### config.mk
export PLATFORM = sky130hd
export DESIGN_NAME = three_wire_register_serial_master_flat
export DESIGN_NICKNAME = d
export VERILOG_FILES = /design/src/trsm_pkg.sv /design/src/trsm_if.sv /design/src/three_wire_register_serial_master.sv /design/src/trsm_frame.sv /design/src/flat_wrapper.sv
export SDC_FILE = /design/constraint.sdc
export NUM_CORES = 1
export LEC_CHECK = 0
export ABC_AREA = 1
export BUFFER_PORTS_ARGS = -buffer_cell sky130_fd_sc_hd__buf_2
export CORE_UTILIZATION = 30
export CTS_CLUSTER_SIZE = 40
export DETAILED_ROUTE_END_ITERATION = 8
export HOLD_SLACK_MARGIN = 0.06
export PLACE_DENSITY_LB_ADDON = 0.05
export SLEW_MARGIN = 15
export SYNTH_ARGS = -nofsm -noshare
export SYNTH_HDL_FRONTEND = slang
export SYNTH_HIERARCHICAL = 1
export SYNTH_SLANG_ARGS = --single-unit
### constraint.sdc
create_clock -name i_clk -period 4.5 [get_ports i_clk]
set_clock_uncertainty 0.15 [all_clocks]
set_input_delay 0.225 -clock i_clk [delete_from_list [all_inputs] [get_ports i_clk]]
set_output_delay 0.225 -clock i_clk [all_outputs]
set_load 0.02 [all_outputs]
### src/trsm_pkg.sv
// shared types and constants of the three-wire register serial master
package trsm_pkg;

    localparam int DATA_BITS = 16;
    localparam int CNT_W     = 5;
    localparam int HDR_W     = 9;
    localparam int CODE_W    = 5;
    localparam int OUT_W     = HDR_W + DATA_BITS;

    localparam logic [CNT_W-1:0] HEADER_BITS = CNT_W'(HDR_W);
    localparam logic [CNT_W-1:0] TOTAL_BITS  = CNT_W'(OUT_W);

    // header codes placed above the register index
    localparam logic [CODE_W-1:0] HDR_WRITE = 5'b01100;
    localparam logic [CODE_W-1:0] HDR_READ  = 5'b01110;

    typedef struct packed {
        logic                 req_valid;
        logic                 req_read;
        logic [3:0]           reg_index;
        logic [DATA_BITS-1:0] write_data;
        logic                 sdio_in;
    } t_req;

    typedef struct packed {
        logic                 serial_clock;
        logic                 enable_line;
        logic                 data_out;
        logic                 data_drive;
        logic                 busy_res;
        logic                 read_valid;
        logic [DATA_BITS-1:0] read_data;
    } t_res;

endpackage

### src/trsm_if.sv
// valid/ready channels for tick words and pin-level result words
interface trsm_req_if;
    logic          valid;
    logic          ready;
    trsm_pkg::t_req data;

    modport source (output valid, output data, input ready);
    modport sink   (input valid, input data, output ready);
endinterface

interface trsm_res_if;
    logic          valid;
    logic          ready;
    trsm_pkg::t_res data;

    modport source (output valid, output data, input ready);
    modport sink   (input valid, input data, output ready);
endinterface

### src/three_wire_register_serial_master.sv
// three-wire register serial master: one half-bit tick word in, one pin word out
// the result word of a tick is registered and valid in the cycle after the tick is taken
// throughput: one tick per cycle while result words are taken; the result register frees as its word is taken
// a frame is 9 header bits plus 16 data bits, two ticks each, then one closing tick
// reset (synchronous, active low) returns to idle with no result word pending
module three_wire_register_serial_master (
    input  logic       i_clk,
    input  logic       i_rst_n,
    trsm_req_if.sink   i_req,
    trsm_res_if.source o_res
);

    logic           advance;
    trsm_pkg::t_res n_res;
    trsm_pkg::t_res r_res;
    logic           r_out_valid;

    // take a tick whenever the result register is empty or draining
    assign i_req.ready = !r_out_valid || o_res.ready;
    assign advance     = i_req.valid && i_req.ready;

    trsm_frame u_frame (
        .i_clk     (i_clk),
        .i_rst_n   (i_rst_n),
        .i_advance (advance),
        .i_req     (i_req.data),
        .o_res     (n_res)
    );

    always_ff @(posedge i_clk) begin
        if (!i_rst_n) begin
            r_out_valid <= 1'b0;
        end else if (advance) begin
            r_out_valid <= 1'b1;
        end else if (o_res.ready) begin
            r_out_valid <= 1'b0;
        end
    end

    always_ff @(posedge i_clk) begin
        if (advance) begin
            r_res <= n_res;
        end
    end

    assign o_res.valid = r_out_valid;
    assign o_res.data  = r_res;

endmodule

### src/trsm_frame.sv
// frame sequencer: phase, bit slot and shift registers, next pin levels
module trsm_frame (
    input  logic           i_clk,
    input  logic           i_rst_n,
    input  logic           i_advance,
    input  trsm_pkg::t_req i_req,
    output trsm_pkg::t_res o_res
);

    typedef enum logic [1:0] {
        PH_IDLE,
        PH_SHIFT,
        PH_CLOSE
    } t_phase;

    t_phase                           r_phase,     n_phase;
    logic [trsm_pkg::CNT_W-1:0]       r_bit_cnt,   n_bit_cnt;
    logic                             r_half,      n_half;
    logic [trsm_pkg::OUT_W-1:0]       r_out_shift, n_out_shift;
    logic [trsm_pkg::DATA_BITS-1:0]   r_in_shift,  n_in_shift;
    logic                             r_read_mode, n_read_mode;
    logic [trsm_pkg::CNT_W-1:0]       n_pos;
    logic [trsm_pkg::CODE_W-1:0]      hdr_code;

    always_comb begin
        n_phase     = r_phase;
        n_bit_cnt   = r_bit_cnt;
        n_half      = r_half;
        n_out_shift = r_out_shift;
        n_in_shift  = r_in_shift;
        n_read_mode = r_read_mode;
        hdr_code    = i_req.req_read ? trsm_pkg::HDR_READ : trsm_pkg::HDR_WRITE;
        unique case (r_phase)
            PH_SHIFT: begin
                if (!r_half) begin
                    n_half = 1'b1;
                    // read data slots sample the line on the rising clock
                    if (r_read_mode && (r_bit_cnt >= trsm_pkg::HEADER_BITS)) begin
                        n_in_shift = {r_in_shift[trsm_pkg::DATA_BITS-2:0], i_req.sdio_in};
                    end
                end else begin
                    n_half    = 1'b0;
                    n_bit_cnt = r_bit_cnt + 1'b1;
                    if (n_bit_cnt >= trsm_pkg::TOTAL_BITS) begin
                        n_phase = PH_CLOSE;
                    end
                end
            end
            PH_CLOSE: begin
                n_phase = PH_IDLE;
            end
            default: begin
                n_phase = PH_IDLE;
                if (i_req.req_valid) begin
                    n_read_mode = i_req.req_read;
                    n_out_shift = {hdr_code, i_req.reg_index,
                                   i_req.req_read ? '0 : i_req.write_data};
                    n_bit_cnt   = '0;
                    n_half      = 1'b0;
                    n_in_shift  = '0;
                    n_phase     = PH_SHIFT;
                end
            end
        endcase
    end

    // pin levels after this tick
    always_comb begin
        n_pos = trsm_pkg::TOTAL_BITS - 1'b1 - n_bit_cnt;
        o_res = '0;
        unique case (n_phase)
            PH_SHIFT: begin
                o_res.serial_clock = n_half;
                o_res.enable_line  = 1'b0;
                o_res.busy_res     = 1'b1;
                if (n_read_mode && (n_bit_cnt >= trsm_pkg::HEADER_BITS)) begin
                    o_res.data_drive = 1'b0;
                    o_res.data_out   = 1'b0;
                end else begin
                    o_res.data_drive = 1'b1;
                    o_res.data_out   = n_out_shift[n_pos];
                end
            end
            PH_CLOSE: begin
                o_res.serial_clock = 1'b0;
                o_res.enable_line  = 1'b1;
                o_res.data_drive   = !n_read_mode;
                o_res.busy_res     = 1'b1;
                o_res.read_valid   = n_read_mode;
                o_res.read_data    = n_read_mode ? n_in_shift : '0;
            end
            default: begin
                o_res.serial_clock = 1'b1;
                o_res.enable_line  = 1'b1;
                o_res.data_drive   = 1'b1;
            end
        endcase
    end

    always_ff @(posedge i_clk) begin
        if (!i_rst_n) begin
            r_phase     <= PH_IDLE;
            r_bit_cnt   <= '0;
            r_half      <= 1'b0;
            r_out_shift <= '0;
            r_in_shift  <= '0;
            r_read_mode <= 1'b0;
        end else if (i_advance) begin
            r_phase     <= n_phase;
            r_bit_cnt   <= n_bit_cnt;
            r_half      <= n_half;
            r_out_shift <= n_out_shift;
            r_in_shift  <= n_in_shift;
            r_read_mode <= n_read_mode;
        end
    end

endmodule

### src/flat_wrapper.sv
// flat-port wrapper written by rule: the top's interface ports become plain ports
module three_wire_register_serial_master_flat 
  (i_clk, i_rst_n, i_req_valid, i_req_data, i_req_ready, o_res_valid, o_res_data, o_res_ready);
  trsm_req_if i_req_i ();
  trsm_res_if o_res_i ();
  input  logic i_clk;
  input  logic i_rst_n;
  input wire logic [$bits(i_req_i.valid)-1:0] i_req_valid;
  input wire logic [$bits(i_req_i.data)-1:0] i_req_data;
  output wire logic [$bits(i_req_i.ready)-1:0] i_req_ready;
  output wire logic [$bits(o_res_i.valid)-1:0] o_res_valid;
  output wire logic [$bits(o_res_i.data)-1:0] o_res_data;
  input wire logic [$bits(o_res_i.ready)-1:0] o_res_ready;
  assign i_req_i.valid = i_req_valid;
  assign i_req_i.data = i_req_data;
  assign i_req_ready = i_req_i.ready;
  assign o_res_valid = o_res_i.valid;
  assign o_res_data = o_res_i.data;
  assign o_res_i.ready = o_res_ready;
  three_wire_register_serial_master u_core (.i_clk(i_clk), .i_rst_n(i_rst_n), .i_req(i_req_i), .o_res(o_res_i));
endmodule
==> results of run 1 <==
-- cells in the final DEF (no fill, tap or decap), drive strengths merged --
cell type / n
xor2: 2
nand2: 150
nor3: 2
ha: 10
mux2i: 2
bufinv: 3
dlygate4sd3: 8
o211a: 2
edfxtp: 22
a21boi: 1
dfxtp: 51
inv: 61
o211ai: 3
nand3: 40
o21a: 3
nor2: 54
nand3b: 1
clkinvlp: 1
clkinv: 4
or2: 1
a211oi: 5
a21oi: 67
o21ai: 81
buf: 54
clkbuf: 11
nand4: 5
-- layer usage --
layer,track usage (%),routed length [um],vias up,part of all wire (%)
met5,0,0,-,0
met1,19.4,5070,1765,46
met2,28.7,5360,86,49
met4,6.41,198,0,1.8
li1,-,-,2054,-
met3,3.75,418,14,3.8
-- tightest hold or removal path: stages --
cell	delay [ps]
sky130_fd_sc_hd__buf_2	110
sky130_fd_sc_hd__a21oi_1	130
sky130_fd_sc_hd__a211oi_1	50
-- where the power goes --
part           internal, W  switching [W]  leakage [nW]
combinational     0.000130       0.000260          1.37
sequential        0.000722      0.0000280         0.639
clock             0.000556       0.000279         0.166
-- layout make-up --
class | count | area, um2 | area share (%)
tap | 176 | 220 | 4.46
multi-input combinational | 429 | 2090 | 42.3
timing repair buffer | 62 | 360 | 7.30
inverter | 64 | 243 | 4.92
sequential | 73 | 1680 | 34.1
clock buffer | 11 | 243 | 4.92
clock inverter | 5 | 103 | 2.08
-- repair_timing --
| action | in CTS | in global routing |
|---|---|---|
| hold endpoints to repair | 7 | 0 |
| endpoints found under the setup margin | 0 | 0 |
| hold buffers | 8 | 0 |
-- synthesized netlist by cell type --
cell type                  number  area share [%]
sky130_fd_sc_hd__buf_2         12             1.4
sky130_fd_sc_hd__a21oi_2        2            0.42
sky130_fd_sc_hd__nand4_1        5            0.75
sky130_fd_sc_hd__nor2_2         2            0.30
sky130_fd_sc_hd__o211ai_1       3            0.54
sky130_fd_sc_hd__o211a_1        2            0.48
sky130_fd_sc_hd__inv_4          1            0.15
sky130_fd_sc_hd__buf_4          1            0.18
sky130_fd_sc_hd__mux2i_1        2            0.48
sky130_fd_sc_hd__nor3_1         2            0.24
sky130_fd_sc_hd__inv_2          4            0.36
sky130_fd_sc_hd__inv_1         56             5.1
sky130_fd_sc_hd__dfxtp_1       51              25
sky130_fd_sc_hd__a21oi_1       65             7.8
sky130_fd_sc_hd__or2_2          1            0.15
sky130_fd_sc_hd__nand3_2        2            0.48
sky130_fd_sc_hd__buf_6          1            0.27
sky130_fd_sc_hd__nand2_4        1            0.27
sky130_fd_sc_hd__o21ai_0       66             8.0
sky130_fd_sc_hd__nand3_1       38             4.6
sky130_fd_sc_hd__o21a_1         3            0.54
sky130_fd_sc_hd__edfxtp_1      22              16
sky130_fd_sc_hd__o21ai_1       15             1.8
sky130_fd_sc_hd__clkinv_1       3            0.27
sky130_fd_sc_hd__ha_1          10             3.0
sky130_fd_sc_hd__nand2_1      146              13
sky130_fd_sc_hd__a21boi_0       1            0.18
sky130_fd_sc_hd__nor2_1        52             4.7
sky130_fd_sc_hd__clkbuf_1      19             1.7
sky130_fd_sc_hd__xor2_1         2            0.42
sky130_fd_sc_hd__nand2_2        3            0.45
sky130_fd_sc_hd__nand3b_1       1            0.18
sky130_fd_sc_hd__a211oi_1       5            0.91
-- sequential cells by signal, summed over array words and instances (netlist names) --
register                    cells
u_core/o_res.data              22
u_core/u_frame/r_read_mode      1
u_core/u_frame/r_phase          2
u_core/u_frame/r_out_shift     25
u_core/u_frame/r_half           1
u_core/u_frame/r_bit_cnt        5
u_core/o_res.valid              1
u_core/u_frame/r_in_shift      16
-- stage by stage --
| step | area, um2 | total power, W | instances | setup slack (ps) |
|---|---|---|---|---|
| 3_3_place_gp | 4510 | 0.00115 | 796 | 900 |
| 4_1_cts | 4930 | 0.00200 | 820 | 798 |
| 2_1_floorplan | 4150 | 0.00105 | 599 | 1550 |
| 3_5_place_dp | 4510 | 0.00115 | 796 | 814 |
| 6_report | 4940 | 0.00198 | 820 | 809 |
| 5_1_grt | 4940 | 0.00210 | 820 | 421 |
-- worst max path at each step --
stage	slack [ps]	end	startpoint	cells past startpoint
floorplan	1550	u_core/u_frame/r_out_shift[15]	u_core/o_res.valid	6
global placement	900	u_core/o_res.data[19]	u_core/u_frame/r_phase[0]	19
detailed placement	810	u_core/o_res.data[19]	u_core/u_frame/r_phase[0]	19
CTS	800	u_core/o_res.data[19]	u_core/u_frame/r_phase[0]	19
global route	420	u_core/o_res.data[19]	u_core/u_frame/r_phase[0]	20
finish	810	u_core/o_res.data[19]	u_core/u_frame/r_phase[0]	20
-- logic make-up after synthesis --
kind of cell	synth area share, %
muxes	0.483
and+or+nand+nor	25.3
DFF	40.6
adders and majority gates	3.02
AOI/OAI and AO/OA	20.7
buffers and inverters	9.48
xor gates and xnor gates	0.423
==> run summary, run 1 <==
Across all layers, the routed design uses 3919 vias. Entering global routing, the biggest net connects 71 pins. The filler cell count in the final layout is 1462. The tightest min-delay check is of the input pin to flip-flop type. The final worst hold slack is 78.5 ps. Along the worst path, the maximum fanout reaches 17. The element type at the critical path end is a flip-flop. The number of CTS-inserted buffers came out at 9. In this run the number of H-tree levels came out at 3. The power density over the cells came out at 400 nW/um2.

For this block, the routed nets add up to 11.1 mm of wire. The full die area is approximately 14000 um2. TritonCTS built the clock tree. The critical path's largest stage delay is 600 ps. The buffer levels on the longest clock path came out at 2. The area of the core region came out at 13300 um2. The launch instance of the worst min-delay path is i_req_data[15].

The cell type with the highest occurrence count on the critical path is sky130_fd_sc_hd__nand2_1. The number of antenna violations at the first check in global routing is 0. The row count came out at 42. The leakage power total came out at 2.18 nW. At the worst endpoint, the required time is 4560 ps. The global route total overflow came out at 0. The worst reg2reg path depth came out at 20. The final estimated routing congestion in global placement is 0.862. For this run, the number of Yosys warnings is 6. After the first detailed-routing iteration, the DRC count stood at roughly 230. The minimum period implied by the final worst setup slack came out at 3690 ps. Once the floorplan was initialized, standard cells occupied a little under a third of the core.

The netlist uses 33 different library cells. The transition time at the pin with the least slew margin came out at 723 ps. The worst register-to-register path begins at u_core/u_frame/r_phase[0].

The highest clock frequency the design can meet is 271 MHz. The total nets after synthesis came out at 636. The number of routed nets with antenna violations is 0. The core occupancy in the finished layout is 37.0%. Along the worst hold path, the cell count comes to 3. The clock transition time at the flip-flop clock pins of the worst setup and hold paths came out at 60 ps. The relative area change from synthesis to final layout came out at 19.1%.

The buffers plus inverters on the worst setup path is 4. The setup TNS after final layout is 0 ps. Cells with a size suffix above 1 make up between 10% and 20% of the layout.

The number of maximum-capacitance violations is 0. The first global-routing pass estimated 18.2 mm of wire. The critical path goes through inv_1, ha_1, inv_1, nand3_1, nand2_2, nand2_4, inv_4, ha_1, clkinv_1, a21oi_1, o21ai_0, nand2_1, nand2_1, nand2_1, nand2_1, nand3_1, nand2_1, nand2_1, nand2_1, nor2_2.

The number of global-route vias before repair is 3629. For this run, design rule violations remaining after detail routing come to 0. The run finished with clean final reports.

The number of endpoints with negative hold slack in the final report came out at 0. The post-synthesis instance total came out at 599. The normalized max-slew margin is 51.8%. The largest delay contributor family on the critical path is adder cells. The post-synthesis register bit count came out at 73. Setup repair after global routing left no endpoint under its margin. In this run the critical register-to-register path is captured at u_core/o_res.data[19]. The final HPWL from detailed placement came out at 7.40 mm. The final number of setup-violating endpoints came out at 0. The number of antenna diodes in the final layout is 0. After synthesis, the mean cell area works out to 6.92 um2. By startpoint and endpoint, the worst setup path is classified as flip-flop to flip-flop. The number of port buffers came out at 50. For this run, the post-layout net count is 676.

The overall global routing resource usage is between 10% and 20%. The arrival time at the worst endpoint came out at 3750 ps. The maximum vdd ir drop is 0.000250 V. The netlist area before placement came out at 4150 um2.

The ratio of final minimum period to clock period came out at 82.0%. between 50 and 60 I/O pins were placed. Counting every sink on the clock net gives 73. The slowest stage of the critical path is the sky130_fd_sc_hd__ha_1 cell.

The width of the die is around 120 um. The worst setup slack for register-to-register paths came out at 810 ps. The sequential share of the synthesized area is roughly two fifths.

The later pin in the worst-skew pair is clocked with a latency of 350 ps. The max-slew violation total from the final report came out at 0. The number of cells upsized or downsized after cts is 0. The worst setup path is launched from a flip-flop. The first detailed-routing pass ran for 5 iterations. The path with the worst hold slack has its endpoint at u_core/u_frame/r_out_shift[14]. The average vias per placed instance came out at 4.78. The overall die height came out at 120 um. The number of buffers added for setup after CTS came out at 0. Dividing the detail-routed wire length by the instance count gives 13.5 um.

The root buffer cell chosen for the clock tree is sky130_fd_sc_hd__clkbuf_16.
(Power assumes the default switching activity.)
==> run 2, diff against run 1 <==
Settings changed: ABC_AREA 1 to 0.
Clock period 4.5 ns to 3.69 ns, I/O delays scaled along.
==> run summary, run 2 <==
The run finished with clean final reports. The final number of setup-violating endpoints is 0 (unchanged). In this run the critical register-to-register path is launched from u_core/u_frame/r_phase[0].

The overall die height is 116 um (-3.1%). The number of global-route vias before repair came to 2893 (-20%). The number of nets in the finished design is 504 (-25%). The total I/O pin count was 51 (unchanged). The worst hold path begins at i_req_data[12]. The highest fanout seen on the critical path came out at 14 (-3).

The total stage count of the critical path is 11 (-45%). Broken down by cell family, the worst path's largest delay share belongs to compound AO/OA/AOI/OAI gates. The number of endpoints with negative hold slack in the final report is 0 (unchanged).

The fraction of layout instances using a drive strength above 1 came to 18.0% (+4.5 points). Sorting the synthesized cells by how often they occur yields 52 x sky130_fd_sc_hd__nand2_1, 51 x sky130_fd_sc_hd__dfxtp_1, 31 x sky130_fd_sc_hd__a22oi_1. The average detailed-routed wire length per instance came out at 14.3 um (+6.0%).

The area share of the largest cell type after synthesis came out at 26.3% (+1.6 points). The buffers plus inverters on the worst setup path is 3 (-1). The startpoint kind of the worst setup timing path is a flip-flop. The final HPWL from detailed placement came out at 6.02 mm (-19%). The highest clock frequency the design can meet is 296 MHz (+9.4%). The width of the die is 116 um (-3.1%). In this run the worst hold path is classified as input pin to flip-flop. The worst hold path stage count came out at 4 (+1). The insertion delay to the later sink of the worst-skew pair came out at 340 ps (about the same).

The most used flip-flop cell after synthesis is sky130_fd_sc_hd__dfxtp_1. The worst reg2reg path depth is 11 (-45%). The number of antenna cells inserted was 0 (unchanged). The DRC violation total after the first TritonRoute iteration came out at 182 (-19%).

The average vias per placed instance is 4.76 (-0.38%). The first-pass GRT wire length is 14.9 mm (-18%). More flip-flops sit in one register than any other, and that register is u_core/u_frame/r_out_shift. The H-tree depth is 3 (unchanged). The required time of the worst setup path was 3750 ps (-810 ps). The overall global routing resource usage came out at 14.9% (-1.6 points). The most common library cell in the layout ignoring fill and taps is sky130_fd_sc_hd__nand2_1. The final worst hold slack is 137 ps (+58.7 ps).

The relative area change from synthesis to final layout came out at 20.7%. The area used by sequential logic in the layout came out at 1680 um2 (unchanged). The area of combinational cells with multiple inputs is 2010 um2 (-3.9%). The worst setup path is of the flip-flop to flip-flop kind. The final estimated routing congestion in global placement is 0.792 (-8.1%).

The TritonCTS clock tree is built. Setup repair after global routing left no endpoint under its margin. The number of routed nets with antenna violations is 0 (unchanged).

By area the synthesized netlist is led by sky130_fd_sc_hd__dfxtp_1 26%, sky130_fd_sc_hd__edfxtp_1 17%, sky130_fd_sc_hd__a22oi_1 6.0%, sky130_fd_sc_hd__nand2_1 5.0%, sky130_fd_sc_hd__a21boi_0 3.5%. The cell total after placement is 609 (-23%). The critical path's largest stage delay is 550 ps (-50 ps). The global route total overflow came out at 0 (unchanged).

The maximum vdd ir drop is 0.000155 V (-38%). The number of buffers added for setup after CTS is 0 (unchanged). Walking the worst path, the cells encountered are inv_1, ha_1, inv_1, nor2_1, a21oi_2, inv_2, nor3_4, xnor2_4, mux4_2, nor2_1, o311a_1. The max-slew violation total from the final report is 0 (unchanged).

The minimum period implied by the final worst setup slack came out at 3370 ps (-316 ps). Of all cell types, the one taking the most synthesized area is sky130_fd_sc_hd__dfxtp_1. On the critical path, the stage with the largest delay is an instance of sky130_fd_sc_hd__mux4_2. The row count came out at 41 (-2.4%). The tree is rooted in a sky130_fd_sc_hd__clkbuf_16. The core occupancy in the finished layout came to 37.2% (+0.17 points). The sequential share of the synthesized area came out at 43.3% (+2.7 points). The number of library cell types mapped by synthesis came out at 63 (+91%). The total via count in the routed design came out at 3066 (-22%). The non-filler instance count after layout came out at 644 (-21%). The power density over the cells came to 407 nW/um2 (+1.7%). The detailed-router iteration count before antenna repair is 4 (-1).

The clock transition time at the flip-flop clock pins of the worst setup and hold paths is 60 ps (about the same). The area of the core region came out at 12600 um2 (-5.5%). The number of cells upsized or downsized after cts came out at 0 (unchanged).

The maximum number of pins on one net before global-route repair came to 52 (-27%). The netlist area before placement is 3890 um2 (-6.3%). The normalized max-slew margin was 44.7% (-7.1 points). The total nets after synthesis came out at 452 (-29%). The post-synthesis instance total came out at 415 (-31%). The count of hold buffers inserted by post-cts repair is 19 (+11). The filler cell count in the final layout came out at 1344 (-8.1%).

The buffer levels on the longest clock path is 2 (unchanged). The average footprint of a synthesized cell came out at 9.36 um2 (+35%). The full die area is 13400 um2 (-6.2%). In the layout the commonest cells are 52 x sky130_fd_sc_hd__nand2_1, 51 x sky130_fd_sc_hd__dfxtp_1, 50 x sky130_fd_sc_hd__buf_2. The leakage power total is 1.72 nW (-21%).

STA classifies the critical path endpoint as a flip-flop. The effective utilization at floorplan is 30.8% (-0.27 points). The number of antenna violations at the first check in global routing is 0 (unchanged). The fraction of registers with async set or reset after synthesis came out at 0% (unchanged).

The worst setup slack for register-to-register paths is 320 ps (-490 ps). The number of synthesized flops with an enable pin is 22 (unchanged). The number of CTS-inserted buffers came out at 9 (unchanged). The post-route DRC violation count came out at 0 (unchanged). The number of port buffers is 50 (unchanged).

The wire length reported by the detailed router came out at 9.20 mm (-17%). The path with the worst hold slack has its endpoint at u_core/u_frame/r_out_shift[11]. The transition time at the pin with the least slew margin is 829 ps (+106 ps). Yosys instantiated no cell more often than sky130_fd_sc_hd__nand2_1. The number of warnings reported in the yosys synthesis log came out at 6 (unchanged). The arrival time at the worst endpoint came out at 3440 ps (-310 ps). The setup TNS after final layout came out at 0 ps (unchanged). The endpoint of the most critical register-to-register path is u_core/o_res.data[19]. The clock sink count is 73 (unchanged). The flip-flop count of the largest register, all copies and words added is 25 (unchanged). The number of maximum-capacitance violations is 0 (unchanged). The ratio of final minimum period to clock period is 91.4% (+9.4 points).

The post-synthesis register bit count came out at 73 (unchanged).
## run 2: cell count changes in the layout (fill, tap and decap cells not counted), sizes merged, moves of 20 or more
cell | previous run | this run
nand3 | 40 | 1
inv | 61 | 14
o21ai | 81 | 11
nor2b | 0 | 20
a21oi | 67 | 22
a22oi | 0 | 31
nor2 | 54 | 24
nand2 | 150 | 52
## run 2: where the power goes
| part | internal [W] | switching (W) | leakage, nW |
|---|---|---|---|
| logic | 0.000108 | 0.000151 | 0.969 |
| registers | 0.000854 | 0.0000163 | 0.631 |
| clock network | 0.000450 | 0.000328 | 0.122 |
## run 2: layer usage
layer | vias to the layer above | wire, um | global-route usage (%)
met4 | 0 | 243 | 9.06
li1 | 1587 | - | -
met2 | 58 | 4280 | 23.8
met3 | 17 | 270 | 3.03
met5 | - | 0 | 0
met1 | 1404 | 4400 | 18.3
## run 2: logic make-up (layout without fill, tap and decap cells)
logic type | after synthesis | after routing | synth area share [%]
AND/OR/NAND/NOR | 156 | 156 | 21.9
AO/OA/AOI/OAI | 111 | 111 | 20.9
flip-flops | 73 | 73 | 43.3
buffers and inverters | 47 | 104 | 5.09
multiplexers | 12 | 12 | 3.83
adder cells (fa/ha/maj) | 10 | 10 | 3.22
XOR/XNOR | 6 | 6 | 1.84
## run 2: how the worst max path moves through the flow
stage                                   start                     to  slack, ps
floorplan           u_core/u_frame/r_phase[0]  u_core/o_res.data[19]        580
global placement    u_core/u_frame/r_phase[0]  u_core/o_res.data[19]        410
detailed placement  u_core/u_frame/r_phase[0]  u_core/o_res.data[19]        310
CTS                 u_core/u_frame/r_phase[0]  u_core/o_res.data[19]        300
global route        u_core/u_frame/r_phase[0]  u_core/o_res.data[19]        100
finish              u_core/u_frame/r_phase[0]  u_core/o_res.data[19]        320
## run 2: metrics by stage
step	area (um2)	worst slack (ps)	total power, W
floorplan	3890	576	0.00106
global placement	4240	407	0.00113
detailed placement	4240	308	0.00114
CTS	4690	299	0.00195
global route	4690	102	0.00200
finish	4690	316	0.00191
## run 2: cell type report
class	instances	share of cell area [%]
multi-input combinational	295	42.8
sequential	73	35.8
timing repair buffer	74	10.2
clock buffer	12	5.04
tap	172	4.59
inverter	14	1.12
clock inverter	4	0.427
## run 2: worst register-to-register path, cell delays in order, from the launching register on
cell and delay [ps]:
sky130_fd_sc_hd__dfxtp_1 380, sky130_fd_sc_hd__inv_1 60, sky130_fd_sc_hd__ha_1 440, sky130_fd_sc_hd__inv_1 120, sky130_fd_sc_hd__nor2_1 70, sky130_fd_sc_hd__a21oi_2 490
sky130_fd_sc_hd__inv_2 230, sky130_fd_sc_hd__nor3_4 310, sky130_fd_sc_hd__xnor2_4 210, sky130_fd_sc_hd__mux4_2 550, sky130_fd_sc_hd__nor2_1 100, sky130_fd_sc_hd__o311a_1 150
